<file path="src/tgapd_pkg.sv">
package tgapd_pkg;

    // Dimension registers are 13 bits wide; the pixel count may run past the
    // image total, so it gets one extra bit.
    localparam int DIM_W     = 13;
    localparam int TOT_W     = 2 * DIM_W;
    localparam int PC_W      = TOT_W + 1;
    localparam int PC_CNT_W  = $clog2(PC_W);
    localparam int LEN_W     = 8;
    localparam int IDX_W     = 3;

    typedef logic [DIM_W:0] dimc_t;

    typedef enum logic [IDX_W-1:0] {
        REG_IMAGE_WIDTH     = 3'd0,
        REG_IMAGE_HEIGHT    = 3'd1,
        REG_RLE_MODE        = 3'd2,
        REG_BYTES_PER_PIXEL = 3'd3,
        REG_PALETTED        = 3'd4,
        REG_FLIP_ROWS       = 3'd5
    } reg_idx_t;

    localparam logic REQ_PALETTE = 1'b0;
    localparam logic REQ_DATA    = 1'b1;

    localparam logic [2:0] BPP_1 = 3'd1;
    localparam logic [2:0] BPP_2 = 3'd2;
    localparam logic [2:0] BPP_3 = 3'd3;
    localparam logic [2:0] BPP_4 = 3'd4;

    localparam logic [7:0] ALPHA_OPAQUE = 8'd255;
    localparam logic [7:0] MASK_R5      = 8'h7c;
    localparam logic [7:0] MASK_G3_LO   = 8'he0;
    localparam logic [7:0] MASK_B5      = 8'h1f;
    localparam logic [7:0] MASK_ALPHA   = 8'h80;
    localparam logic [7:0] MASK_G2_HI   = 8'h03;
    localparam logic [7:0] MASK_COUNT   = 8'h7f;

    // Effective configuration, already clamped into range
    typedef struct packed {
        logic [DIM_W-1:0] width;
        logic [DIM_W-1:0] height;
        logic             rle;
        logic [2:0]       bpp;
        logic             paletted;
        logic             flip;
    } cfg_t;

    typedef struct packed {
        logic [TOT_W-1:0] base;   // (height - 1) * width
        logic [TOT_W-1:0] total;  // height * width
    } geom_t;

    typedef struct packed {
        logic             valid;
        logic [LEN_W-1:0] len;
    } adv_t;

    typedef struct packed {
        logic [PC_W-1:0]  pixel_count;
        logic [DIM_W-1:0] column;
        logic             busy;
    } rast_t;

    typedef struct packed {
        logic [23:0]      start_index;
        logic [23:0]      start_address;
        logic [LEN_W-1:0] run_length;
        logic [7:0]       red;
        logic [7:0]       green;
        logic [7:0]       blue;
        logic [7:0]       alpha;
        logic             image_done;
    } out_t;

    typedef struct packed {
        out_t run;
        logic use_palette;
        logic pal_zero;
        logic pal_oob;
    } rec_t;

endpackage

</file>
<file path="src/tgapd_cfg.sv">
module tgapd_cfg import tgapd_pkg::*; #(
    parameter int MAX_DIM = 4096
) (
    input  logic             aclk,
    input  logic             aresetn,
    input  logic             cfg_wr_en,
    input  logic [IDX_W-1:0] cfg_index,
    input  logic [DIM_W-1:0] cfg_wdata,
    output cfg_t             cfg,
    output geom_t            geom,
    output logic             dim_wr,
    output logic             busy
);

    localparam dimc_t DIM_LIMIT = (MAX_DIM >= (1 << DIM_W)) ? dimc_t'((1 << DIM_W) - 1)
                                                            : dimc_t'(MAX_DIM);

    logic [DIM_W-1:0] width_reg, height_reg;
    logic             rle_reg, paletted_reg, flip_reg;
    logic [2:0]       bpp_reg;
    logic [TOT_W-1:0] base_reg, total_reg;
    logic [1:0]       upd_reg;
    logic [DIM_W-1:0] w_eff, h_eff, hm1;
    logic [2:0]       bpp_eff;

    function automatic logic [DIM_W-1:0] clamp_dim(input logic [DIM_W-1:0] v);
        logic [DIM_W-1:0] r;
        r = v;
        if (v == '0) begin
            r = DIM_W'(1);
        end else if ({1'b0, v} > DIM_LIMIT) begin
            r = DIM_LIMIT[DIM_W-1:0];
        end
        return r;
    endfunction

    always_comb begin
        w_eff = clamp_dim(width_reg);
        h_eff = clamp_dim(height_reg);
        hm1   = h_eff - DIM_W'(1);
        if (bpp_reg == 3'd0) begin
            bpp_eff = BPP_1;
        end else if (bpp_reg > BPP_4) begin
            bpp_eff = BPP_4;
        end else begin
            bpp_eff = bpp_reg;
        end
    end

    assign dim_wr = cfg_wr_en && (cfg_index == REG_IMAGE_WIDTH || cfg_index == REG_IMAGE_HEIGHT);

    always_ff @(posedge aclk) begin
        if (!aresetn) begin
            width_reg    <= DIM_W'(1);
            height_reg   <= DIM_W'(1);
            rle_reg      <= 1'b0;
            bpp_reg      <= BPP_4;
            paletted_reg <= 1'b0;
            flip_reg     <= 1'b0;
            base_reg     <= '0;
            total_reg    <= TOT_W'(1);
            upd_reg      <= '0;
        end else begin
            if (cfg_wr_en) begin
                unique case (cfg_index)
                    REG_IMAGE_WIDTH:     width_reg    <= cfg_wdata;
                    REG_IMAGE_HEIGHT:    height_reg   <= cfg_wdata;
                    REG_RLE_MODE:        rle_reg      <= cfg_wdata[0];
                    REG_BYTES_PER_PIXEL: bpp_reg      <= cfg_wdata[2:0];
                    REG_PALETTED:        paletted_reg <= cfg_wdata[0];
                    REG_FLIP_ROWS:       flip_reg     <= cfg_wdata[0];
                    default: ;
                endcase
            end
            // two steps: multiply, then add one more row to get the total
            upd_reg <= {upd_reg[0], dim_wr};
            if (upd_reg[0]) begin
                base_reg <= hm1 * w_eff;
            end
            if (upd_reg[1]) begin
                total_reg <= base_reg + TOT_W'(w_eff);
            end
        end
    end

    assign busy = |upd_reg;

    always_comb begin
        cfg.width    = w_eff;
        cfg.height   = h_eff;
        cfg.rle      = rle_reg;
        cfg.bpp      = bpp_eff;
        cfg.paletted = paletted_reg;
        cfg.flip     = flip_reg;
        geom.base    = base_reg;
        geom.total   = total_reg;
    end

endmodule

</file>
<file path="config.mk">
export PLATFORM = sky130hd
export DESIGN_NAME = tgapd_cfg
export DESIGN_NICKNAME = d
export VERILOG_FILES = /design/src/tgapd_pkg.sv /design/src/tgapd_cfg.sv
export SDC_FILE = /design/constraint.sdc
export NUM_CORES = 1
export LEC_CHECK = 0
export ABC_AREA = 1
export BUFFER_PORTS_ARGS = -buffer_cell sky130_fd_sc_hd__buf_4
export CORE_ASPECT_RATIO = 1.2
export CORE_MARGIN = 3
export CORE_UTILIZATION = 62
export CTS_CLUSTER_SIZE = 14
export DETAILED_ROUTE_END_ITERATION = 10
export PLACE_DENSITY = 0.89
export SYNTH_ARGS = -nofsm -noshare
export SYNTH_HDL_FRONTEND = slang
export SYNTH_SLANG_ARGS = --single-unit
</file>
<file path="constraint.sdc">
create_clock -name aclk -period 8.2 [get_ports aclk]
set_input_delay 1.64 -clock aclk [delete_from_list [all_inputs] [get_ports aclk]]
set_output_delay 1.64 -clock aclk [all_outputs]
set_load 0.01 [all_outputs]
</file>
**After elaboration in Yosys (flattened, before gate mapping)**

Index checks and enable logic that the tools add are counted.

- Reduce and logical (&&, ||, !) cells: 13
- Eq/ne operators: 5
- Add/sub/neg operators: 2
- Multipliers: 1
- $lt $le $gt $ge: 3
- Multiplexer cells: 6

Operators with widths:

| kind | number |
|---|---|
| 13-bit two-way mux | 4 |
| 26-bit by 13-bit adder with 26-bit output | 1 |
| 13-bit > comparator, second input constant | 2 |
| 13-bit logical NOT | 2 |
| 13-bit by 13-bit multiplier with 26-bit output | 1 |
| 13-bit by 1-bit subtractor with 13-bit output, second input constant | 1 |
| 2-bit AND reduction | 6 |
| 3-bit by 2-bit == test with 1-bit output, second input constant | 2 |
| 3-bit == test, second input constant | 2 |
| 3-bit logical NOT | 2 |
| 3-bit two-way mux | 2 |
| 3-bit by 1-bit == test with 1-bit output, second input constant | 1 |
| 3-bit > comparator, second input constant | 1 |
| 2-bit OR reduction | 1 |
| 1-bit logical AND | 1 |
| 1-bit logical OR | 1 |

- Logic and storage cells: 39
- Output and inout bits: 86
- Register bits after elaboration: 86
- Input port bits: 19

**Depth between registers and ports, before layout**

Gate-level depths: netlist of the first run.

- Depth in word-level cells: 5
- Depth in mapped cells: 36
- Gate-level depth less buffers: 35

**Least setup slack after synthesis of the first run**

No wires, ideal clock.

- Kind: flip-flop to flip-flop
- Start point: register height_reg[4]
- End point: register base_reg[20]
- Arrival: 5690 ps
- Cell stages (with the launch flop): 33
- Setup slack: 2401 ps
- Path through: dfxtp_1 -> nor2_1 -> nand2_1 -> nor2_2 -> nand2_2 -> nand2_4 -> nand2_1 -> clkbuf_1 -> ha_1 -> nand2_4 -> nor2_8 -> nand3_2 -> nand2_2 -> nor2_1 -> fa_1 -> inv_1 -> fa_1 -> inv_1 -> fa_1 -> fa_1 -> inv_1 -> fa_1 -> inv_1 -> ha_1 -> nand2_1 -> nor2_1 -> nand2_1 -> o211ai_1 -> nand3b_1 -> nand3_1 -> nand3_1 -> nand2_1 -> inv_1

- Longest elaborated chain between the ends: 5
- Elaborated cells between the ends (all ways): 6
- Classes of those cells: add/sub: 1; mul: 1; order compare: 1; mux: 2; reduce/logical: 1

Ends and longest elaborated chain:

| item | line | text |
|---|---|---|
| start: declaration | tgapd_cfg.sv:18 | `logic [DIM_W-1:0] width_reg, height_reg;` |
| start signal: assignment | tgapd_cfg.sv:67 | `REG_IMAGE_HEIGHT: height_reg <= cfg_wdata;` |
| 13-bit > comparator | tgapd_cfg.sv:31 | `end else if ({1'b0, v} > DIM_LIMIT) begin` |
| 13-bit two-way mux | tgapd_cfg.sv:31 |  |
| 13-bit two-way mux (*) | tgapd_cfg.sv:29 | `if (v == '0) begin` |
| 13-bit by 1-bit subtractor with 13-bit output (*) | tgapd_cfg.sv:40 | `hm1 = h_eff - DIM_W'(1);` |
| 13-bit by 13-bit multiplier with 26-bit output (*) | tgapd_cfg.sv:78 | `base_reg <= hm1 * w_eff;` |
| end signal: assignment | tgapd_cfg.sv:78 |  |
| end: declaration | tgapd_cfg.sv:21 | `logic [TOT_W-1:0] base_reg, total_reg;` |

Every way passes the cells marked *; elsewhere a longest branch is shown, timed or not.
A chain may end at the register's enable or synchronous reset.

**Final worst setup path of the first run**

- Start point: register height_reg[4]
- End point: register base_reg[19]

Same word-level chain as after synthesis.

==> qor.log, run 1 <==
INFO  finish         multi_input_comb_area=0.00735sqmm
INFO  setup_path     critical_path_max_stage_delay=540ps
INFO  timing         setup-tns-final=0ps
INFO  placement      place_worst_setup_slack=1580ps
INFO  setup_path     endpoint_kind=flip-flop
INFO  routing        avgRoutedWirePerCell=17.5microns
INFO  logic_synthesis synthesis.instances=1463
INFO  clock_network  cts_resized=0
INFO  logic_synthesis asyncSetResetFlopFracSynth=0%
INFO  placement      finalWeightedCongestion=1.01
INFO  logic_synthesis post_synthesis_sequential_area_ratio=16.7%
INFO  floorplanning  dieArea=0.0183sqmm
INFO  routing        drt_first_iter_violations=832
INFO  timing         max_freq=150MHz
INFO  pwr            leakagePower=6.22nW
INFO  global_route   grt_max_degree=45
INFO  logic_synthesis synth-edff-count=0
INFO  finish         final-instance-count-excl-fill=1761
INFO  timing         setup-violations-final=0
INFO  finish         insertedDiodeCount=0
INFO  timing         period_needed=6680ps
INFO  clock_network  clk_path_buf_depth=2
INFO  floorplanning  rows=51
INFO  timing         setup_slack=1520ps
INFO  pwr            report.power.total=1.15mW
INFO  placement      hpwlAfterDp=24700microns
INFO  timing         rsz0062_at_grt=false
INFO  pwr            power.ir.vdd_worst=0.204mV
INFO  floorplanning  die_w=124microns
INFO  finish         final-seq-area=0.00172sqmm
INFO  placement      placement.io_buffers=104
INFO  finish         num-fill-cells=1384
INFO  hold_path      holdCritPathClass=flip-flop to flip-flop
INFO  logic_synthesis synth_top_area_cell=fa_1
INFO  setup_path     start_kind=flip-flop
INFO  status         outcome=completed
INFO  logic_synthesis synth_common_cells=283 x inv_1, 256 x nand2_1, 251 x nor2_1, 122 x fa_1, 86 x dfxtp_1
INFO  clock_network  clock_latency=350ps
INFO  routing        via_per_inst=5.62
INFO  placement      placed_cells=1746
INFO  logic_synthesis synth_most_common_cell=inv_1
INFO  floorplanning  core_area=0.0163sqmm
INFO  setup_path     worstPathRequired=8450ps
INFO  clock_network  clock_tree_from_tritoncts=done
INFO  routing        drt_drc_violations_left=0
INFO  logic_synthesis ys_dominant_reg_cell=dfxtp_1
INFO  global_route   grt_first_pass_wirelength=49900microns
INFO  job            cap_viol_max_count=0
INFO  floorplanning  die_h=147microns
INFO  logic_synthesis postSynthRegisterBits=86
INFO  routing        firstDrtPassIters=8
INFO  finish         final_nets=1771
INFO  timing         final_cycle_share=81.5%
INFO  clock_network  ctsHtreeMaxLevel=3
INFO  routing        routed_wirelength=30900microns
INFO  floorplanning  top_level_ports=105
INFO  setup_path     criticalPathCategory=flip-flop to flip-flop
INFO  logic_synthesis synth.yosys.warnings=0
INFO  pwr            power-per-cell-area=99.5mW/mm^2
INFO  global_route   globalRoute.totalOverflow=0
INFO  global_route   track_usage=35.2%
INFO  routing        postRouteAntennaNets=0
INFO  routing        detailroute.via_count=9897
INFO  logic_synthesis synthesized_area_divided_by_synthesized_cell_count=7.07squm
INFO  global_route   via_count_of_the_first_global_routing_pass=10200
INFO  logic_synthesis synth_largest_type_area_fraction=23.6%
INFO  clock_network  cts_post_setup_buffers_inserted=0
INFO  finish         fraction_of_final_layout_cells_sized_beyond_drive_strength_1=11.2%
INFO  timing         worst-slew-pin-transition=1120ps
INFO  clock_network  tritoncts.num_buffers=9
INFO  setup_path     timing.critical_path.mode_cell=nand2_1
INFO  finish         flow.area_growth_from_synthesis=12.0%
INFO  setup_path     cp.arrival=6930ps
INFO  logic_synthesis synth_top_cells_by_area=fa_1 24%, dfxtp_1 17%, ha_1 10%
INFO  floorplanning  initial_utilization=63.5%
INFO  clock_network  clk_sinks=86
INFO  timing         drv_slew=0
INFO  clock_network  cts.hold.buffers_added=0
INFO  timing         hold_viol=0
INFO  logic_synthesis mappedNetlistNets=1689
INFO  timing         slew_headroom=24.9%
INFO  setup_path     crit_path_max_delay_cell_type=fa_1
INFO  global_route   grt_antenna_before_repair=0
INFO  clock_network  clock-root-buffer=clkbuf_16
INFO  clock_network  clkSlewWorstSetupHoldPaths=60ps
INFO  timing         fin_worst_skew=11.0ps
INFO  logic_synthesis synth.cell_area=0.0103sqmm
INFO  logic_synthesis post_synth_num_cell_types=40
INFO  setup_path     path_max_fanout=12
[layout make-up]
| type | count | area share, % |
|---|---|---|
| repair buffers | 109 | 7.07 |
| clock buffers | 11 | 2.01 |
| multi-input cells | 1042 | 63.5 |
| flip-flops and latches | 86 | 14.9 |
| clock inverters | 4 | 0.627 |
| inverters | 297 | 9.63 |
| well taps | 212 | 2.29 |
[per-layer routing]
metal  vias up  GRT usage (%)  share of wire, %
met5         -              0                 0
li1       4642              -                 -
met4         0           21.0               6.8
met1      4573           40.9                36
met3       157           6.51               8.6
met2       525           59.6                49
[cells by family after synthesis]
logic type      Yosys count  share of synthesized area [%]
compound gates          169                           8.67
xor+xnor                 22                           2.08
fa+ha+maj               207                           33.9
buf+inv                 335                           12.3
flops                    86                           16.7
simple gates            644                           26.3
[worst max-delay path, delay by kind of cell (launching register included)]
kind	cells	cell delay, ps
fa+ha+maj	7	3320
compound gates	1	170
flops	1	350
simple gates	18	2450
buf+inv	6	290
[worst paths after layout]
| kind | start | end | slack (ps) | depth (start not counted) |
|---|---|---|---|---|
| setup reg to reg | height_reg[4] | base_reg[19] | 1520 | 32 |
| hold reg to reg | bpp_reg[0] | bpp_reg[0] | 470 | 2 |
| setup / recovery | height_reg[4] | base_reg[19] | 1520 | 32 |
| hold / removal | bpp_reg[0] | bpp_reg[0] | 470 | 2 |
[layout by cell type (no fill, tap or decap), types with 2 or more instances in the layout]
master / n
fa_1: 122
nand4_1: 10
nand2_1: 256
clkinv_1: 4
bufinv_16: 2
or2_2: 3
o211ai_1: 4
nand3_2: 4
nor4_1: 3
a21o_1: 2
o21a_1: 2
ha_1: 85
xor2_2: 3
nand3b_1: 2
o21ai_0: 79
xnor2_1: 3
o21ai_2: 2
inv_2: 10
nand3_1: 75
nor3_1: 13
buf_4: 109
a21oi_1: 72
nor4_2: 2
nor2_2: 8
clkbuf_16: 9
dfxtp_1: 86
o21bai_1: 3
nand2_2: 12
nor2_1: 248
inv_1: 283
nand2_4: 4
nor2_4: 2
a31oi_1: 2
xor2_1: 16
clkbuf_1: 2
[power breakdown]
| part | switching (mW) | total, mW | internal, mW |
|---|---|---|---|
| Combinational | 0.184 | 0.276 | 0.0923 |
| Sequential | 0.0113 | 0.442 | 0.430 |
| Clock | 0.169 | 0.434 | 0.265 |
| Total | 0.364 | 1.15 | 0.788 |
[metrics by stage]
step / util [%] / hold slack (ps) / cell area, sq um
finish: 71.1 / 470 / 11600
global route: 71.1 / 479 / 11600
CTS: 71.1 / 466 / 11600
detailed placement: 69.3 / 457 / 11300
global placement: 69.3 / 446 / 11300
floorplan: - / 430 / 10300
Power figures use the tool's default switching activity.
==> run 2: changes to the inputs <==
clock period = 6.2 ns   (was 8.2 ns; I/O delays follow)
==> run 2 against run 1 <==
Net effect: hold slack better by 6.7 ps; cell area up 5.2%; global-route usage up 0.16 points; largest cell class unchanged; clock skew down 4.2 ps; largest power group is now clock; critical endpoint is now base_reg[15]; register-to-register slack worse by 1400 ps.
==> qor.log, run 2 (synthesis gave the netlist of run 1 again) <==
INFO  hold_path      holdCritPathClass=flip-flop to flip-flop
INFO  setup_path     start_kind=flip-flop
INFO  routing        avgRoutedWirePerCell=17.9microns
INFO  clock_network  clk_path_buf_depth=2
INFO  routing        detailroute.via_count=10400
INFO  routing        drt_drc_violations_left=0
INFO  timing         fin_worst_skew=6.83ps
INFO  timing         setup-violations-final=0
INFO  pwr            leakagePower=6.49nW
INFO  timing         worst-slew-pin-transition=1210ps
INFO  global_route   via_count_of_the_first_global_routing_pass=10400
INFO  clock_network  ctsHtreeMaxLevel=3
INFO  finish         most-common-layout-cells=282 x inv_1, 247 x nand2_1, 246 x nor2_1
INFO  routing        drt_first_iter_violations=913
INFO  clock_network  clock_latency=340ps
INFO  setup_path     critical_path.startpoint=height_reg[4]
INFO  hold_path      timing.hold.worst.start=bpp_reg[1]
INFO  setup_path     regToRegStartpoint=height_reg[4]
INFO  placement      placed_cells=1784
INFO  finish         fraction_of_final_layout_cells_sized_beyond_drive_strength_1=16.1%
INFO  finish         insertedDiodeCount=0
INFO  finish         final_nets=1820
INFO  clock_network  clk_sinks=86
INFO  floorplanning  core_area=0.0163sqmm
INFO  pwr            power.ir.vdd_worst=0.204mV
INFO  timing         drv_slew=0
INFO  global_route   grt_max_degree=45
INFO  floorplanning  initial_utilization=63.5%
INFO  floorplanning  dieArea=0.0183sqmm
INFO  floorplanning  top_level_ports=105
INFO  pwr            report.power.total=1.64mW
INFO  floorplanning  die_h=147microns
INFO  pwr            power-per-cell-area=134mW/mm^2
INFO  job            cap_viol_max_count=0
INFO  routing        via_per_inst=5.74
INFO  hold_path      min_path_cells=2
INFO  timing         period_needed=6070ps
INFO  placement      placement.io_buffers=104
INFO  timing         final_cycle_share=97.9%
INFO  floorplanning  die_w=124microns
INFO  setup_path     worstPathRequired=6430ps
INFO  routing        firstDrtPassIters=7
INFO  routing        routed_wirelength=32400microns
INFO  setup_path     path_max_fanout=5
INFO  finish         flow.area_growth_from_synthesis=17.8%
INFO  setup_path     crit_path_max_delay_cell_type=fa_1
INFO  routing        postRouteAntennaNets=0
INFO  global_route   grt_antenna_before_repair=1
INFO  floorplanning  rows=51
INFO  clock_network  clock_tree_from_tritoncts=done
INFO  clock_network  cts.hold.buffers_added=0
INFO  setup_path     cp.arrival=6300ps
INFO  clock_network  clock-root-buffer=clkbuf_16
INFO  clock_network  tritoncts.num_buffers=9
INFO  global_route   grt_first_pass_wirelength=50600microns
INFO  finish         core_utilization_of_the_finished_layout=74.8%
INFO  timing         hold_viol=0
INFO  placement      hpwlAfterDp=24800microns
INFO  timing         max_freq=165MHz
INFO  status         outcome=completed
INFO  finish         layout.cells.most_common=inv_1
INFO  placement      finalWeightedCongestion=1.02
INFO  setup_path     timing.reg2reg.worst_path_depth=33
INFO  setup_path     endpoint_kind=flip-flop
INFO  timing         rsz0062_at_grt=true
INFO  setup_path     critical_path_max_stage_delay=540ps
INFO  global_route   track_usage=35.3%
INFO  finish         final-instance-count-excl-fill=1811
INFO  setup_path     criticalPathCategory=flip-flop to flip-flop
INFO  timing         slew_headroom=19.5%
INFO  clock_network  clkSlewWorstSetupHoldPaths=60ps
INFO  global_route   globalRoute.totalOverflow=0
[run 2: changes by cell type in the layout (fill, tap and decap cells not counted), sizes merged]
cell,change
bufinv,+1
nand2,+1
buf,+48
[run 2: per-stage QoR]
step	instance area [sq um]	hold WS (ps)	setup slack [ps]	setup TNS, ps
floorplan	10300	430	401	0
global placement	11500	450	271	0
detailed placement	11500	466	126	0
CTS	11900	480	85.9	0
global route	12200	503	-218	-1870
finish	12200	477	133	0
[run 2: layout make-up]
| type | count | area, sq um |
|---|---|---|
| clock buffers | 11 | 233 |
| clock inverters | 5 | 108 |
| fillers | 1291 | 4100 |
| inverters | 297 | 1120 |
| multi-input cells | 1043 | 7540 |
| flip-flops and latches | 86 | 1730 |
| well taps | 212 | 265 |
| repair buffers | 157 | 1180 |
[run 2: worst max-delay path, delay by kind of cell (launching register included)]
| kind | cells | cell delay (ps) |
|---|---|---|
| fa+ha+maj | 7 | 3050 |
| flops | 1 | 360 |
| simple gates | 18 | 1910 |
| buf+inv | 7 | 480 |
| compound gates | 1 | 140 |
[run 2: report_power, final]
group | switching (mW) | internal, mW | leakage, nW
clock | 0.232 | 0.396 | 0.164
sequential | 0.0160 | 0.569 | 0.700
combinational | 0.269 | 0.153 | 5.62
[run 2: repair_timing]
action	CTS	global route
buffers inserted	0	10
endpoints found under the hold margin	0	0
gates resized for setup	0	54
setup endpoints to repair	0	15
[run 2: layer usage]
metal / part of all wire [%] / GRT usage, %
met5: 0.040 / 0
met4: 6.2 / 18.9
met3: 8.5 / 7.54
met2: 49 / 58.6
met1: 36 / 42.6
[run 2: final timing paths]
| kind | slack, ps | end |
|---|---|---|
| worst min-delay path | 480 | bpp_reg[1] |
| worst min register to register | 480 | bpp_reg[1] |
| worst max register to register | 130 | base_reg[15] |
| worst max-delay path | 130 | base_reg[15] |
