### config.mk
export PLATFORM = sky130hd
export DESIGN_NAME = tgapd_raster
export DESIGN_NICKNAME = d
export VERILOG_FILES = /design/src/tgapd_pkg.sv /design/src/tgapd_raster.sv
export SDC_FILE = /design/constraint.sdc
export NUM_CORES = 1
export LEC_CHECK = 0
export ABC_AREA = 1
export BUFFER_PORTS_ARGS = -buffer_cell sky130_fd_sc_hd__buf_2
export CORE_MARGIN = 1
export CORE_UTILIZATION = 55
export DETAILED_ROUTE_END_ITERATION = 10
export PLACE_DENSITY_LB_ADDON = 0.12
export SETUP_SLACK_MARGIN = 0.2
export SYNTH_ARGS = -nofsm -noshare
export SYNTH_HDL_FRONTEND = slang
export SYNTH_SLANG_ARGS = --single-unit
export TNS_END_PERCENT = 1
### constraint.sdc
create_clock -name aclk -period 18.3 [get_ports aclk]
set_input_delay 0.915 -clock aclk [delete_from_list [all_inputs] [get_ports aclk]]
set_output_delay 0.915 -clock aclk [all_outputs]
set_load 0.01 [all_outputs]
### src/tgapd_pkg.sv
package tgapd_pkg;

    // Dimension registers are 13 bits wide; the pixel count may run past the
    // image total, so it gets one extra bit.
    localparam int DIM_W     = 13;
    localparam int TOT_W     = 2 * DIM_W;
    localparam int PC_W      = TOT_W + 1;
    localparam int PC_CNT_W  = $clog2(PC_W);
    localparam int LEN_W     = 8;
    localparam int IDX_W     = 3;

    typedef logic [DIM_W:0] dimc_t;

    typedef enum logic [IDX_W-1:0] {
        REG_IMAGE_WIDTH     = 3'd0,
        REG_IMAGE_HEIGHT    = 3'd1,
        REG_RLE_MODE        = 3'd2,
        REG_BYTES_PER_PIXEL = 3'd3,
        REG_PALETTED        = 3'd4,
        REG_FLIP_ROWS       = 3'd5
    } reg_idx_t;

    localparam logic REQ_PALETTE = 1'b0;
    localparam logic REQ_DATA    = 1'b1;

    localparam logic [2:0] BPP_1 = 3'd1;
    localparam logic [2:0] BPP_2 = 3'd2;
    localparam logic [2:0] BPP_3 = 3'd3;
    localparam logic [2:0] BPP_4 = 3'd4;

    localparam logic [7:0] ALPHA_OPAQUE = 8'd255;
    localparam logic [7:0] MASK_R5      = 8'h7c;
    localparam logic [7:0] MASK_G3_LO   = 8'he0;
    localparam logic [7:0] MASK_B5      = 8'h1f;
    localparam logic [7:0] MASK_ALPHA   = 8'h80;
    localparam logic [7:0] MASK_G2_HI   = 8'h03;
    localparam logic [7:0] MASK_COUNT   = 8'h7f;

    // Effective configuration, already clamped into range
    typedef struct packed {
        logic [DIM_W-1:0] width;
        logic [DIM_W-1:0] height;
        logic             rle;
        logic [2:0]       bpp;
        logic             paletted;
        logic             flip;
    } cfg_t;

    typedef struct packed {
        logic [TOT_W-1:0] base;   // (height - 1) * width
        logic [TOT_W-1:0] total;  // height * width
    } geom_t;

    typedef struct packed {
        logic             valid;
        logic [LEN_W-1:0] len;
    } adv_t;

    typedef struct packed {
        logic [PC_W-1:0]  pixel_count;
        logic [DIM_W-1:0] column;
        logic             busy;
    } rast_t;

    typedef struct packed {
        logic [23:0]      start_index;
        logic [23:0]      start_address;
        logic [LEN_W-1:0] run_length;
        logic [7:0]       red;
        logic [7:0]       green;
        logic [7:0]       blue;
        logic [7:0]       alpha;
        logic             image_done;
    } out_t;

    typedef struct packed {
        out_t run;
        logic use_palette;
        logic pal_zero;
        logic pal_oob;
    } rec_t;

endpackage

### src/tgapd_raster.sv
module tgapd_raster import tgapd_pkg::*; (
    input  logic             aclk,
    input  logic             aresetn,
    input  logic [DIM_W-1:0] width,
    input  logic             start,
    input  adv_t             adv,
    output rast_t            rast
);

    localparam logic [PC_CNT_W-1:0] CNT_TOP = PC_CNT_W'(PC_W - 1);

    logic [PC_W-1:0]     pixel_count_reg, pixel_count_next;
    logic [DIM_W-1:0]    column_reg, column_next;
    logic [DIM_W:0]      sum_reg, sum_next;
    logic                fix_pending_reg, fix_pending_next;
    logic                div_active_reg, div_active_next;
    logic [PC_CNT_W-1:0] div_cnt_reg, div_cnt_next;
    logic [DIM_W-1:0]    rem_reg, rem_next;

    logic [DIM_W:0]      trial, col_inc;
    logic [DIM_W-1:0]    rem_step, fix_col;
    logic [20:0]         fr, fd;

    // bit-serial remainder of the pixel count by the width
    always_comb begin
        trial    = {rem_reg, pixel_count_reg[div_cnt_reg]};
        rem_step = (trial >= {1'b0, width}) ? DIM_W'(trial - {1'b0, width}) : trial[DIM_W-1:0];
    end

    // wrap column + run length back under the width; quotient fits in 8 bits
    always_comb begin
        fr = 21'(sum_reg);
        fd = '0;
        for (int i = 7; i >= 0; i--) begin
            fd = 21'(width) << i;
            if (fr >= fd) begin
                fr = fr - fd;
            end
        end
        fix_col = fr[DIM_W-1:0];
    end

    always_comb begin
        pixel_count_next = pixel_count_reg;
        column_next      = column_reg;
        sum_next         = sum_reg;
        fix_pending_next = 1'b0;
        div_active_next  = div_active_reg;
        div_cnt_next     = div_cnt_reg;
        rem_next         = rem_reg;
        col_inc          = {1'b0, column_reg} + (DIM_W+1)'(1);

        if (adv.valid) begin
            pixel_count_next = pixel_count_reg + PC_W'(adv.len);
            if (adv.len == LEN_W'(1)) begin
                column_next = (col_inc == {1'b0, width}) ? '0 : col_inc[DIM_W-1:0];
            end else begin
                // long runs are wrapped in the following cycle
                fix_pending_next = 1'b1;
                sum_next         = {1'b0, column_reg} + (DIM_W+1)'(adv.len);
            end
        end

        if (fix_pending_reg) begin
            column_next = fix_col;
        end

        if (start) begin
            div_active_next = 1'b1;
            div_cnt_next    = CNT_TOP;
            rem_next        = '0;
        end else if (div_active_reg) begin
            rem_next = rem_step;
            if (div_cnt_reg == '0) begin
                div_active_next = 1'b0;
                column_next     = rem_step;
            end else begin
                div_cnt_next = div_cnt_reg - PC_CNT_W'(1);
            end
        end
    end

    always_ff @(posedge aclk) begin
        if (!aresetn) begin
            pixel_count_reg <= '0;
            column_reg      <= '0;
            sum_reg         <= '0;
            fix_pending_reg <= 1'b0;
            div_active_reg  <= 1'b0;
            div_cnt_reg     <= '0;
            rem_reg         <= '0;
        end else begin
            pixel_count_reg <= pixel_count_next;
            column_reg      <= column_next;
            sum_reg         <= sum_next;
            fix_pending_reg <= fix_pending_next;
            div_active_reg  <= div_active_next;
            div_cnt_reg     <= div_cnt_next;
            rem_reg         <= rem_next;
        end
    end

    always_comb begin
        rast.pixel_count = pixel_count_reg;
        rast.column      = column_reg;
        rast.busy        = div_active_reg;
    end

    // a long run is always followed by a header byte, so the wrap cycle sees no run
    assert property (@(posedge aclk) disable iff (!aresetn)
        fix_pending_reg |-> !adv.valid)
        else $error("run advanced while column wrap pending");

    assert property (@(posedge aclk) disable iff (!aresetn)
        div_active_reg |-> !adv.valid)
        else $error("run advanced during column rebuild");

    assert property (@(posedge aclk) disable iff (!aresetn)
        (!div_active_reg && !fix_pending_reg && !$past(start)) |-> (column_reg < width))
        else $error("column out of range");

endmodule

After elaboration in Yosys (flattened, before gate mapping)
Cells that the tools add are included.
- flip-flop bits (word level): 74
- latch bits: 0
- RAM bits: 0
- memory bits (read-only): 0
- input bits: 25
- output and inout port bits: 41
- word-level logic and storage cells: 69
- memories kept: 0
- add/subtract/negate cells: 13
- multiply operators: 0
- divide/modulo/power cells: 0
- $lt $le $gt $ge: 10
- equality and inequality tests: 3
- shift-type cells: 0
- multiplexer cells: 25
- bitwise logic cells: 3
- reduce and logical (&&, ||, !) cells: 7
- operators with widths (cell ; count):
    21-bit two-way mux ; 7
    13-bit two-way mux ; 9
    27-bit by 8-bit adder with 27-bit output ; 1
    13-bit subtractor ; 2
    21-bit by 13-bit >= comparator with 1-bit output ; 1
    21-bit by 14-bit >= comparator with 1-bit output ; 1
    21-bit by 15-bit >= comparator with 1-bit output ; 1
    21-bit by 16-bit >= comparator with 1-bit output ; 1
    21-bit by 17-bit >= comparator with 1-bit output ; 1
    21-bit by 18-bit >= comparator with 1-bit output ; 1
    21-bit by 19-bit >= comparator with 1-bit output ; 1
    14-bit by 20-bit subtractor with 21-bit output ; 1
    21-bit by 14-bit subtractor with 21-bit output ; 1
    21-bit by 15-bit subtractor with 21-bit output ; 1
    21-bit by 16-bit subtractor with 21-bit output ; 1
    21-bit by 17-bit subtractor with 21-bit output ; 1
    21-bit by 18-bit subtractor with 21-bit output ; 1
    21-bit by 19-bit subtractor with 21-bit output ; 1
    14-bit by 20-bit >= comparator with 1-bit output ; 1
    5-bit two-way mux ; 3
    13-bit by 1-bit adder with 14-bit output (second input constant) ; 1
    13-bit by 8-bit adder with 14-bit output ; 1
    14-bit by 13-bit == test with 1-bit output ; 1
    14-bit by 13-bit >= comparator with 1-bit output ; 1
    11 further kinds ; 20

Longest topological paths before layout
Gate-level depths: netlist of run 1.
- word-level depth: 20
- depth in mapped cells: 138
- mapped depth without buffers: 128

Worst setup path before layout of run 1
OpenSTA, ideal clock, no wires.
- path type: input to register
- start: input port width[0]
- end: register column_reg[5]
- arrival time: 18353 ps
- slack: -173 ps
- stages on the path: 133
- buffers on the path: 11
- cell sequence: ha_1 > fa_1 > inv_1 > nand3_1 > nand2_1 > nand2_1 > nand2_1 > nand2_2 > nand2_4 > buf_4 > nor2_1 > a21oi_1 > ha_1 > a21oi_1 > nand2_1 > a21oi_1 > nand3_1 > nand2_1 > (+97 left out) > o21ai_0 > a21oi_1 > o21bai_1 > nand2_1 > nand2_1 > a21oi_1 > inv_1 > a21oi_1 > o21bai_1 > nand2_1 > a21oi_1 > a211oi_1 > nand3_1 > nor3_4 > buf_2 > nand3_1 > nand3_1 > a21oi_1
- longest elaborated chain between the ends: 20
- elaborated cells between the ends (all ways): 35
- RTL lines (item ; line ; text):
    start: declaration ; tgapd_raster.sv:4 ; input logic [DIM_W-1:0] width,
    14-bit by 20-bit subtractor with 21-bit output / 14-bit by 20-bit >= comparator with 1-bit output (equally long branches) ; tgapd_raster.sv:37, tgapd_raster.sv:36 ;
    21-bit two-way mux ; tgapd_raster.sv:36 ; if (fr >= fd) begin
    21-bit by 19-bit subtractor with 21-bit output / 21-bit by 19-bit >= comparator with 1-bit output (equally long branches) ; tgapd_raster.sv:37, tgapd_raster.sv:36 ;
    21-bit two-way mux ; tgapd_raster.sv:36 ;
    21-bit by 18-bit subtractor with 21-bit output / 21-bit by 18-bit >= comparator with 1-bit output (equally long branches) ; tgapd_raster.sv:37, tgapd_raster.sv:36 ;
    21-bit two-way mux ; tgapd_raster.sv:36 ;
    21-bit by 17-bit subtractor with 21-bit output / 21-bit by 17-bit >= comparator with 1-bit output (equally long branches) ; tgapd_raster.sv:37, tgapd_raster.sv:36 ;
    21-bit two-way mux ; tgapd_raster.sv:36 ;
    (+4 left out) ; - ;
    21-bit by 14-bit subtractor with 21-bit output / 21-bit by 14-bit >= comparator with 1-bit output (equally long branches) ; tgapd_raster.sv:37, tgapd_raster.sv:36 ;
    21-bit two-way mux ; tgapd_raster.sv:36 ;
    21-bit by 13-bit >= comparator with 1-bit output / 13-bit subtractor (equally long branches) ; tgapd_raster.sv:36, tgapd_raster.sv:37 ;
    13-bit two-way mux ; tgapd_raster.sv:36 ;
    13-bit two-way mux ; tgapd_raster.sv:64 ; if (fix_pending_reg) begin
    13-bit two-way mux ; tgapd_raster.sv:74 ; if (div_cnt_reg == '0) begin
    13-bit two-way mux ; tgapd_raster.sv:72 ; end else if (div_active_reg) begin
    13-bit two-way mux * ; tgapd_raster.sv:68 ; if (start) begin
    end signal: assignment ; tgapd_raster.sv:94 ; column_reg <= column_next;
    end: declaration ; tgapd_raster.sv:13 ; logic [DIM_W-1:0] column_reg, column_next;
Mark *: on every way between the ends. The rest lies on a longest branch, timed or not.
A chain may end at the register's enable or synchronous reset.

Final worst setup path of run 1
Ends and elaborated chain as after synthesis.

==> flow_summary.toml, run 1 <==
[worst_setup_path]
worstPathArrival_ns = 17.27
critical_path_class = "in -> reg"
cpMostUsedCell = "nand2_1"
worst_path_largest_cell_delay_ns = 0.37
critPathBufInv = 20
slowest_stage = "ha_1"
cp.required_ns = 18.53
crit_family = "simple AND/OR/NAND/NOR gates"
start_kind = "primary input"
cp-end-kind = "flip-flop"
worstPathMaxFanout = 30

[cells_and_area]
drive_gt1_share_pct = 14.1
final_common_cell = "nand2_1"
antenna_cells = 0
area_growth_pct = 13.8
fin_area_mm2 = 0.0137
final_cell_mix = "nand2_1 (411), inv_1 (291), o21ai_0 (186)"
layoutNonFillerInstCount = 2374
multi_input_area_mm2 = 0.00956
nFillCells = 2121
seq_area_mm2 = 0.00148
fin_nets = 2260
largest_reg_flops = 27
final_core_util_pct = 64.6

[clock_network]
htree_levels = 3
cts_max_path_buffers = 2
hold_buffers = 0
cts_tree = "done"
clock_sinks = 74
cts_root_buffer = "clkbuf_16"
cts.clk_slew.worst_paths_ns = 0.07
cts_buffers = 9
clock_latency_ns = 0.35

[die]
chipWidth_um = 150
io-pin-count = 66
dieArea_mm2 = 0.0225
core_mm2 = 0.0213
die_y_um = 150
std_cell_rows = 53
start_util_pct = 56.7

[grt]
grt_start_max_net_pins = 38
grt_use_total_pct = 34.5
antenna_found_initial = 0
grt_pass1_wl_um = 61100
gr-total-overflow = 0
grt_pass1_vias = 12400

[synthesis]
yosys.area_share.simple_pct = 31.2
synth-seq-cells = 74
synth_top_family_by_area = "simple AND/OR/NAND/NOR gates"
synthAdderAreaFrac_pct = 15.3
synth.area.mux_share_pct = 0.0829
synth_edf_count = 0
yosysSeqAreaShare_pct = 12.3
synth_xor_xnor_area_share_pct = 8.99
netlist_instances = 1991
async_reset_ff_share_pct = 0
synth_compound_area_share_pct = 20.7
synthFlopType = "dfxtp_1"
avgSynthCellArea_um2 = 6.06
synth_cell_types = 55
yosysWarnings = 0
syn_nets = 2157
synth_area_mm2 = 0.0121

[pwr]
p_seq_share_pct = 7.8
clock_power_share_pct = 7.5
cellPowerDensity_mw_per_mm2 = 187
p_switching_mw = 1.45
power_frac_comb_pct = 84.7
power.leakage_nw = 7.02
vdd_drop_max_mv = 0.203
p_total_mw = 2.57
p_int_mw = 1.12
swShare_pct = 56.4

[placement]
finalWeightedCongestion = 1.01
io_buffer_count = 65
dpl-instance-area_mm2 = 0.0129
dp.cells = 2334
dp_slack_ns = -0.687
dp_hpwl_um = 30500

[sta]
fin_ws_ns = 1.26
setup_tns_ns = 0
drv_slew = 0
hold_viol = 0
timing.fmax_mhz = 58.7
worstMarginPinSlew_ns = 0.938
slew_headroom_pct = 37.2
finalCriticalPeriod_ns = 17.04
setup_viol = 0
fin_crit_sh_pct = 93.1
hold-worst-slack_ns = 0.514
clock_skew_ns = 0.0111

[route]
via_count = 13500
drc = 0
totalWireLength_um = 39000
drt_pass1_iterations = 7
ant_nets = 0
vias_per_cell = 5.67
drtIter0Drc = 946
wire_per_inst_um = 16.4

[outcome]
status = "completed"

[run]
max_cap_viol_count = 0

[min_path]
hp-class = "reg -> reg"
## routing by layer
layer | share of wire, % | vias to the layer above | GRT usage (%)
met3 | 6.2 | 97 | 4.21
met4 | 4.5 | 0 | 14.5
met5 | 0 | - | 0
li1 | - | 6835 | -
met1 | 43 | 6094 | 43.2
met2 | 46 | 440 | 59.4
## power by group through the flow
stage | clock network (mW) | logic [mW] | registers [mW]
CTS | 0.193 | 1.99 | 0.200
finish | 0.192 | 2.18 | 0.202
global placement | 0 | 1.94 | 0.204
global route | 0.201 | 2.42 | 0.202
detailed placement | 0 | 1.96 | 0.203
floorplan | 0 | 1.54 | 0.197
## final cells by class
cell class                      instances  share of cell area (%)
Multi-Input combinational cell       1567                    69.5
Sequential cell                        74                    10.8
Tap cell                              275                    2.50
Inverter                              307                    8.48
Timing Repair inverter                  3                   0.146
Timing Repair Buffer                  132                    6.25
Clock buffer                            9                    1.64
Clock inverter                          7                   0.683
## worst min-delay path, stage by stage, from the launching register on
cell and delay (ns):
dfxtp_1 0.31, inv_1 0.08, a21oi_1 0.07
## repair_timing
item                                    in CTS  in global routing
buffers inserted                             3                 16
pin swaps                                    2                 42
gates cloned                                 0                  5
resized for setup                            6                118
endpoints found under the setup margin      13                 13
## Yosys cell counts (7+ instances only)
cell type | instances | area, um2
xnor2_1 | 43 | 377
nand3_1 | 132 | 661
dfxtp_1 | 74 | 1480
nand3b_1 | 7 | 52.6
a31oi_1 | 8 | 50.1
inv_1 | 297 | 1110
o21bai_1 | 11 | 82.6
a21o_1 | 7 | 52.6
inv_2 | 7 | 26.3
xor2_1 | 81 | 709
nand4_1 | 32 | 200
ha_1 | 130 | 1630
o21ai_0 | 213 | 1070
a21oi_1 | 187 | 936
buf_2 | 7 | 35.0
or2_2 | 12 | 75.1
o22ai_1 | 7 | 43.8
nand2_1 | 422 | 1580
nor4_1 | 16 | 100
nand2_2 | 14 | 87.6
nor2_1 | 138 | 518
clkbuf_1 | 27 | 101
nor3_1 | 24 | 120
fa_1 | 11 | 220
nor2_2 | 12 | 75.1
## cell families after synthesis
family | Yosys count
AND/OR/NAND/NOR | 834
AO/OA/AOI/OAI | 465
buffers and inverters | 352
adder cells (fa/ha/maj) | 141
XOR/XNOR | 124
flip-flops | 74
multiplexers | 1
## path summary, 6_finish.rpt
kind / to / cells past startpoint / slack [ns] / startpoint
max reg2reg: column_reg[5] / 124 / 1.60 / sum_reg[7]
max: column_reg[5] / 124 / 1.26 / width[0]
min: pixel_count_reg[26] / 2 / 0.51 / pixel_count_reg[26]
min reg2reg: pixel_count_reg[26] / 2 / 0.51 / pixel_count_reg[26]
Power figures use the tool's default switching activity.
==> run 2: changes to the inputs <==
- ABC_AREA: 1 -> default
- clock period: 18.3 -> 22.1 ns (I/O delays scaled with it)
==> flow_summary.toml, run 2 <==
[outcome]
status = "completed"

[grt]
gr-total-overflow = 0
antenna_found_initial = 0
grt_start_max_net_pins = 61
grt_use_total_pct = 32.5
grt_pass1_vias = 11000
grt_pass1_wl_um = 56800

[synthesis]
yosysWarnings = 0
synth_area_mm2 = 0.0118
yosysSeqAreaShare_pct = 12.6
synthFlopType = "dfxtp_1"
avgSynthCellArea_um2 = 7.52
synth_common_cells = "nand2_1 (145), ha_1 (130), o21ai_0 (127), nor2_1 (122), a21oi_1 (110)"
synth-seq-cells = 74
synth_edf_count = 0
synth_cell_types = 95
synth.most_common_cell = "nand2_1"
synth_top_area_share_pct = 13.8
synthTopCellsByArea = "ha_1 (14%), dfxtp_1 (13%), xnor2_1 (5.8%), o21ai_0 (5.4%), a21oi_1 (4.7%)"
syn_nets = 1728
netlist_instances = 1562
async_reset_ff_share_pct = 0
yosys.area.top_type = "ha_1"

[placement]
dpl-instance-area_mm2 = 0.0124
dp_slack_ns = -0.550
finalWeightedCongestion = 0.950
io_buffer_count = 65
dp_hpwl_um = 28300

[sta]
hold-worst-slack_ns = 0.500
clock_skew_ns = 0.00896
timing.fmax_mhz = 48.5
fin_crit_sh_pct = 93.2
rsz0062_at_grt = "false"
worstMarginPinSlew_ns = 1.13
hold_viol = 0
fin_ws_ns = 1.50
slew_headroom_pct = 24.0
setup_viol = 0
drv_slew = 0
finalCriticalPeriod_ns = 20.60

[pwr]
vdd_drop_max_mv = 0.120
p_total_mw = 1.74
cellPowerDensity_mw_per_mm2 = 133
power.leakage_nw = 6.04

[route]
via_count = 12000
drtIter0Drc = 966
drc = 0
wire_per_inst_um = 18.9
ant_nets = 0
vias_per_cell = 6.26
totalWireLength_um = 36200
drt_pass1_iterations = 6

[clock_network]
clock_sinks = 74
clock_latency_ns = 0.35
cts_root_buffer = "clkbuf_16"
cts_buffers = 9
cts_max_path_buffers = 2
hold_buffers = 0
cts_tree = "done"
cts.clk_slew.worst_paths_ns = 0.06
htree_levels = 3

[cells_and_area]
antenna_cells = 0
final_cell_mix = "nand2_1 (142), ha_1 (125), nor2_1 (117), o21ai_0 (117), a21oi_1 (107)"
drive_gt1_share_pct = 14.1
final_core_util_pct = 62.3
final_common_cell = "nand2_1"
largest_reg_flops = 27
fin_nets = 1798
area_growth_pct = 11.1
fin_area_mm2 = 0.0131

[worst_setup_path]
critical_path_class = "in -> reg"
worstPathArrival_ns = 20.86
worstPathMaxFanout = 17
slowest_stage = "or4_1"
worst_path_largest_cell_delay_ns = 0.50
cpMostUsedCell = "a21o_1"
start_kind = "primary input"
cp-end-kind = "flip-flop"
cp.required_ns = 22.36

[die]
io-pin-count = 66
core_mm2 = 0.0210
std_cell_rows = 53
start_util_pct = 56.1
chipWidth_um = 148
die_y_um = 148
dieArea_mm2 = 0.0220

[min_path]
hp-class = "reg -> reg"

[run]
max_cap_viol_count = 0
==> run 2: changes by cell type after synthesis, moves of 31 or more <==
| cell | change |
|---|---|
| nand3_1 | -99 |
| o21ai_0 | -86 |
| xor2_1 | -31 |
| nand2_1 | -277 |
| xnor2_1 | +35 |
| and2_1 | +34 |
| nor2b_1 | +34 |
| inv_1 | -217 |
| a21o_1 | +44 |
| a21oi_1 | -77 |
==> run 2: critical path, delay by kind of cell <==
kind | cells | cell delay (ns)
simple gates | 37 | 6.44
mux | 4 | 0.88
buf+inv | 8 | 1.26
fa+ha+maj | 8 | 2.32
compound gates | 48 | 8.80
==> run 2: final timing paths <==
| kind | startpoint | endpoint | slack [ns] | cells past startpoint |
|---|---|---|---|---|
| hold / removal | rem_reg[12] | rem_reg[12] | 0.50 | 2 |
| hold reg to reg | rem_reg[12] | rem_reg[12] | 0.50 | 2 |
| setup / recovery | width[2] | column_reg[2] | 1.50 | 105 |
| setup reg to reg | sum_reg[7] | column_reg[2] | 2.03 | 104 |
==> run 2: cells by family (layout without fill, tap and decap cells) <==
| kind of cell | count (synthesis) | in the layout | synth area share [%] |
|---|---|---|---|
| AND/OR/NAND/NOR | 543 | 543 | 23.6 |
| AO/OA/AOI/OAI | 482 | 483 | 27.1 |
| adder cells (fa/ha/maj) | 142 | 142 | 15.8 |
| XOR/XNOR | 130 | 130 | 9.82 |
| buffers and inverters | 129 | 203 | 4.54 |
| flip-flops | 74 | 74 | 12.6 |
| multiplexers | 62 | 62 | 6.56 |
==> run 2: per-layer routing <==
layer	share of wire, %	global-route usage, %	vias up	routed length, um
met5	0	0	-	0
met4	3.9	13.2	0	1430
met2	45	53.0	438	16200
met3	6.2	2.58	95	2240
met1	45	44.3	5579	16300
li1	-	-	5859	-
==> run 2: power breakdown <==
group          internal, mW  switching, mW  leakage, nW
sequential            0.152         0.0414        0.606
combinational         0.627          0.779         5.30
clock                0.0770         0.0619        0.126
total                 0.856          0.882         6.04
==> run 2: area by class of cell <==
class	instances	area (um2)
clock buffer	10	229
clock inverter	6	48.8
fill	1949	7900
inverter	81	304
multi-input combinational	1360	9980
sequential	74	1480
tap	275	344
timing repair buffer	106	666
==> run 2: metrics by stage <==
step                instances  TNS (ns)
floorplan                1562         0
detailed placement       1884     -6.37
finish                   1912         0
global route             1912         0
global placement         1884    -0.435
CTS                      1901         0
==> run 2: what timing repair did <==
action,4_1_cts,5_1_grt
setup buffers,1,10
pin swaps,1,16
setup endpoints to repair,13,13
cloned,0,1
endpoints found under the hold margin,0,0
gates resized for setup,6,52
